[src/rtl/core/hcb_pkg.sv]
// Shared types and constants for the Huffman code builder.
package hcb_pkg;
    localparam int MAX_LEAVES_DEF = 64;
    localparam int WEIGHT_W = 21;
    localparam int LEAF_W = 15;
    localparam int CODE_W = 63;
    localparam int LEN_W = 6;

    typedef struct packed {
        logic [14:0] leaf_weight;
        logic        last_leaf;
    } t_in_word;

    typedef struct packed {
        logic [5:0]  leaf_index;
        logic [5:0]  code_length;
        logic [62:0] code_bits;
        logic        last_code;
    } t_out_word;

    // Commands from the controller to the datapath.
    typedef struct packed {
        logic load;        // store incoming leaf weight
        logic init;        // begin build: first internal node, first leaf
        logic scan_first;  // reset scan index and running minima
        logic scan;        // read one node weight
        logic merge;       // write merged node weight and left child
        logic mark_a;      // mark left child used, write its parent
        logic mark_b;      // mark right child used, write its parent
        logic walk_start;  // begin code walk for one leaf
        logic walk_step;   // climb one level
        logic emit;        // drive a result word
        logic done;        // clear leaf count
    } t_cmd;

    // Status from the datapath to the controller.
    typedef struct packed {
        logic full;        // leaf store full
        logic scan_end;    // last node of current scan addressed
        logic build_end;   // all internal nodes made
        logic at_root;     // walk reached root
        logic last_leaf_w; // current walk leaf is the final one
    } t_sts;
endpackage

[src/rtl/core/hcb_ctrl.sv]
// Controller: sequences load, tree build and code walk.
module hcb_ctrl (
    input  logic          i_clk,
    input  logic          i_rst_n,
    input  logic          i_start,
    input  logic          i_last,
    input  hcb_pkg::t_sts i_sts,
    output hcb_pkg::t_cmd o_cmd,
    output logic          o_busy,
    output logic          o_strobe
);
    typedef enum logic [3:0] {
        S_IDLE, S_INIT, S_WAIT, S_SCAN, S_SLAST, S_MERGE, S_MARK_A, S_MARK_B,
        S_WSTART, S_WTEST, S_WLC, S_WSTEP
    } t_state;
    t_state r_state;
    logic   r_strobe;

    // Commands decoded from the state.
    always_comb begin
        o_cmd = '0;
        case (r_state)
            S_IDLE: begin
                o_cmd.load = i_start;
            end
            S_INIT: begin
                o_cmd.init = 1'b1;
            end
            S_WAIT: begin
                o_cmd.scan_first = !i_sts.build_end;
            end
            S_SCAN: begin
                o_cmd.scan = 1'b1;
            end
            S_MERGE: begin
                o_cmd.merge = 1'b1;
            end
            S_MARK_A: begin
                o_cmd.mark_a = 1'b1;
            end
            S_MARK_B: begin
                o_cmd.mark_b = 1'b1;
            end
            S_WSTART: begin
                o_cmd.walk_start = 1'b1;
            end
            S_WTEST: begin
                o_cmd.emit = i_sts.at_root;
                o_cmd.done = i_sts.at_root && i_sts.last_leaf_w;
            end
            S_WSTEP: begin
                o_cmd.walk_step = 1'b1;
            end
            default: begin
            end
        endcase
    end
    assign o_busy = (r_state != S_IDLE);
    assign o_strobe = r_strobe;

    // State and strobe register.
    always_ff @(posedge i_clk) begin
        if (!i_rst_n) begin
            r_state <= S_IDLE;
            r_strobe <= 1'b0;
        end else begin
            r_strobe <= 1'b0;
            case (r_state)
                S_IDLE: begin
                    if (i_start && i_last) r_state <= S_INIT;
                end
                S_INIT: begin
                    r_state <= S_WAIT;
                end
                S_WAIT: begin
                    if (i_sts.build_end) r_state <= S_WSTART;
                    else r_state <= S_SCAN;
                end
                S_SCAN: begin
                    if (i_sts.scan_end) r_state <= S_SLAST;
                end
                S_SLAST: begin
                    r_state <= S_MERGE;
                end
                S_MERGE: begin
                    r_state <= S_MARK_A;
                end
                S_MARK_A: begin
                    r_state <= S_MARK_B;
                end
                S_MARK_B: begin
                    r_state <= S_WAIT;
                end
                S_WSTART: begin
                    r_state <= S_WTEST;
                end
                S_WTEST: begin
                    if (i_sts.at_root) begin
                        r_strobe <= 1'b1;
                        r_state <= i_sts.last_leaf_w ? S_IDLE : S_WSTART;
                    end else begin
                        r_state <= S_WLC;
                    end
                end
                S_WLC: begin
                    r_state <= S_WSTEP;
                end
                S_WSTEP: begin
                    r_state <= S_WTEST;
                end
                default: r_state <= S_IDLE;
            endcase
        end
    end
endmodule

[config.mk]
export PLATFORM = sky130hd
export DESIGN_NAME = hcb_ctrl
export DESIGN_NICKNAME = d
export VERILOG_FILES = /design/src/rtl/core/hcb_pkg.sv /design/src/rtl/core/hcb_ctrl.sv
export SDC_FILE = /design/constraint.sdc
export NUM_CORES = 1
export LEC_CHECK = 0
export BUFFER_PORTS_ARGS = -buffer_cell sky130_fd_sc_hd__buf_2
export CAP_MARGIN = 20
export CORE_UTILIZATION = 23
export DETAILED_ROUTE_END_ITERATION = 10
export PLACE_DENSITY = 0.54
export SYNTH_ARGS = -nofsm -noshare
export SYNTH_HDL_FRONTEND = slang
export SYNTH_SLANG_ARGS = --single-unit
[constraint.sdc]
create_clock -name i_clk -period 1.2 [get_ports i_clk]
set_input_delay 0.24 -clock i_clk [delete_from_list [all_inputs] [get_ports i_clk]]
set_output_delay 0.24 -clock i_clk [all_outputs]
set_load 0.03 [all_outputs]
* After elaboration in Yosys (flattened, before gate mapping)
Index checks and enable logic that the tools add are counted.
Cells by class: eq/ne operators 13, multiplexer cells 17, reductions and logical operators 9
Operators with widths (number):
- $pmux 4 s10 | 1
- $mux 4 | 5
- $eq 4x3->1 const B | 4
- $eq 4x4->1 const B | 4
- $mux 1 | 10
- $eq 4x2->1 const B | 2
- $eq 4x1->1 const B | 1
- $logic_not 4->1 | 1
- $ne 2x2->1 const B | 2
- $reduce_and 2->1 | 2
- $reduce_bool 4->1 | 1
- $reduce_or 2->1 | 2
- $logic_and 1x1->1 | 2
- $mux 2 | 1
- $logic_not 1->1 | 1
Word-level totals: register bits 5, input bits 9, logic and storage cells 41

* Depth between registers and ports, before layout
word-level depth 3, mapped depth 5, mapped depth without buffers 4

* Worst setup path after synthesis
Ideal clock, no wire load.
path type reg2out, from register r_state[3], to output o_cmd[3] in the netlist's numbering, arrival time 1.620 ns, required time 0.960 ns, setup slack -0.660 ns, stages on the path, launching flop included 3, cells stage by stage dfxtp_1 -> buf_2 -> nor4b_1
RTL lines:
- from (decl) | line hcb_ctrl.sv:16 | t_state r_state;
- from (signal assigned) | line hcb_ctrl.sv:100 | r_state <= i_sts.last_leaf_w ? S_IDLE : S_WSTART;
- to (decl) | line hcb_ctrl.sv:8 | output hcb_pkg::t_cmd o_cmd,

==> results by group <==
Die
  – Starting Density: 0.257
  – IO Count: 22
  – Die width: about 44 µm
  – Die Span Y: ~44 µm
  – Cell Rows: 14
  – Area of the core: around 0.0016 mm²
  – Die area: just under 0.002 mm²

Route
  – DRC violations left: 2
  – WL per Instance: ~12 µm
  – Routed WL: between 1 and 1.5 mm
  – Drt first pass iters: 7
  – ANT nets after route: 0
  – Vias/cell: between 4 and 5
  – Via Count: ~540
  – DR iter-0 viols: 8

Layout
  – Total Nets Final: just over 100
  – Non-Filler Instances: about 110
  – Most frequent cells in the layout: buf_6 (16), buf_4 (13), buf_2 (8)
  – Diodes inserted: 0
  – Final instance area: 873 µm²
  – Share of cells above drive strength 1: 0.688
  – Syn-to-layout area delta: 115%
  – Most common cell after layout, fill and taps aside: buf_6
  – Layout fillers: approximately 150

Clock network
  – Clock sinks: 5
  – TritonCTS Buffers: 3
  – CTS clk-pin slew, worst paths: around 0.040 ns
  – CTS Buffer Depth: 2
  – Max H-tree Level: 1
  – CTS root buf: clkbuf_4
  – CTS tree: built
  – Clk Latency, worst-skew pair: approximately 0.24 ns

Outcome
  – Status: finished with violations
  – Failing checks: DRC, setup timing

GRT
  – First-pass GRT wire length: 2.13 mm
  – Initial antenna violation count: 0
  – Vias in the first global route: approximately 480
  – Overflow after GRT: 0
  – Aggregate global-route resource usage: 0.152
  – Largest net degree at the start of global routing: 9

Synth
  – Share of the synthesized area in the top cell type: 0.247
  – #FFs+latches synth: 5
  – Syn Area/Cell: 7.37 µm²
  – Synthesis warning total: 0
  – Distinct cells, synth: 29
  – Post-synthesis sequential area ratio: 0.247
  – Syn_nets: 64
  – Cell taking the most area after synthesis: dfxtp_1
  – Synthesized area: between 400 and 500 µm²
  – Synth area leaders: dfxtp_1 (25%), nor3_1 (6.2%), nor3b_2 (6.2%)
  – Cells after synthesis: between 50 and 60

Min path
  – Worst Hold Class: in -> reg

Placed design
  – Placed Cells: 100
  – GPL Wtd Cong: slightly below 0.8
  – Cell Area, Placed: about 660 µm²
  – Placement Setup Slack: -0.122 ns
  – Hpwl dp: between 800 and 900 µm
  – PortBufs: 20

Power and ir drop
  – Leakage: roughly 0.00038 µW
  – Max VDD drop: 0.633 mV
  – Power density over cell area: approximately 1200 mW/mm²

STA
  – Min Tclk post-route: approximately 1.4 ns
  – Setup ws final: -0.232 ns
  – RSZ-0062 raised after global routing: true
  – Endpoints failing hold: 0
  – Fin crit share: 1.19
  – # setup viols final: 13
  – Final Max Tran Viols: 0
  – Rel. slew slack: 0.861
  – Worst slew pin tran: between 0.2 and 0.25 ns
  – F_max: about 0.70 GHz
  – Clock skew: around 0.0032 ns

Setup path
  – Worst setup path class: reg -> out
  – Crit path launch type: flip-flop
  – Max FO, Critical Path: 5
  – Crit path DAT: roughly 1.2 ns
  – Worst Path Required: 0.96 ns
  – Kind of end point of the critical path: primary output

Run
  – Max-cap viol count: 0
power by group:
group          total, µW  switching (µW)  internal (µW)  leakage (µW)
Combinational        619             309            310      0.000321
Clock                189            63.9            125     0.0000150
Sequential           224            33.7            190     0.0000433
Total               1030             406            625      0.000380
per-stage QoR:
stage / total power (µW) / util / setup TNS [ns] / hold WS (ns)
final: 1030 / 0.554 / -2.18 / 0.277
after CTS: 1010 / 0.519 / -2.31 / 0.265
after global routing: 1100 / 0.554 / -3.05 / 0.275
after detailed placement: 679 / 0.420 / -0.874 / 0.528
after global placement: 680 / 0.420 / -0.889 / 0.530
after floorplan: 531 / - / -0.492 / 0.358
logic make-up (layout without fill, tap and decap cells):
group | Yosys count | count (layout) | synth area share
and+or+nand+nor | 34 | 34 | 0.497
DFF | 5 | 5 | 0.247
buffers and inverters | 6 | 44 | 0.0957
AOI/OAI and AO/OA | 10 | 10 | 0.161
critical path: stages (launching register included):
cell and delay (ns):
dfxtp_4 0.37, nor2_4 0.12, and4_4 0.22, and2_4 0.13
buf_6 0.12
what timing repair did:
item / 4_1_cts / 5_1_grt
endpoints found under the setup margin: 15 / 14
gates resized for setup: 38 / 9
hold buffers: 0 / 0
setup buffers: 2 / 3
pin swaps: 5 / 2
cell usage after synthesis, drive strengths merged:
library cell and instances:
dfxtp 5, nor2b 2, or2b 1, buf 4
o21a 1, and4 1, nand3b 1, a31oi 1
nand2 6, and3 1, and2b 1, o2111ai 1
a32oi 1, nand3 1, nor3 5, a21oi 4
nor4 1, nor3b 4, nor2 6, nand2b 1
a2bb2oi 1, nor4b 1, inv 2, o21ai 1
and2 2
worst paths after layout:
| check | startpoint | end | slack (ns) | cells past startpoint |
|---|---|---|---|---|
| setup / recovery | r_state[1]$_SDFFE_PN0P_ | o_cmd[0] | -0.23 | 4 |
| hold / removal | i_rst_n | r_state[1]$_SDFFE_PN0P_ | 0.28 | 2 |
| setup reg to reg | r_state[3]$_SDFFE_PN0P_ | r_state[1]$_SDFFE_PN0P_ | -0.04 | 6 |
| hold reg to reg | r_state[3]$_SDFFE_PN0P_ | r_state[2]$_SDFFE_PN0P_ | 0.54 | 2 |
registers in the layout, indices dropped and copies added (netlist names):
register and cells:
o_strobe 1, r_state 4
cell type report:
cell class	instances	area (µm²)	area share
timing repair buffer	38	333	0.381
clock buffer	4	26.3	0.0301
inverter	2	7.51	0.00860
sequential	5	113	0.129
tap	16	20.0	0.0229
multi-input combinational	44	374	0.428
layer usage:
metal,vias up,GRT usage,wire [µm]
met4,0,0.0182,0
li1,279,-,-
met1,239,0.193,598
met3,0,0.0792,76
met5,-,0,0
met2,19,0.236,654
(Power assumes the default switching activity.)
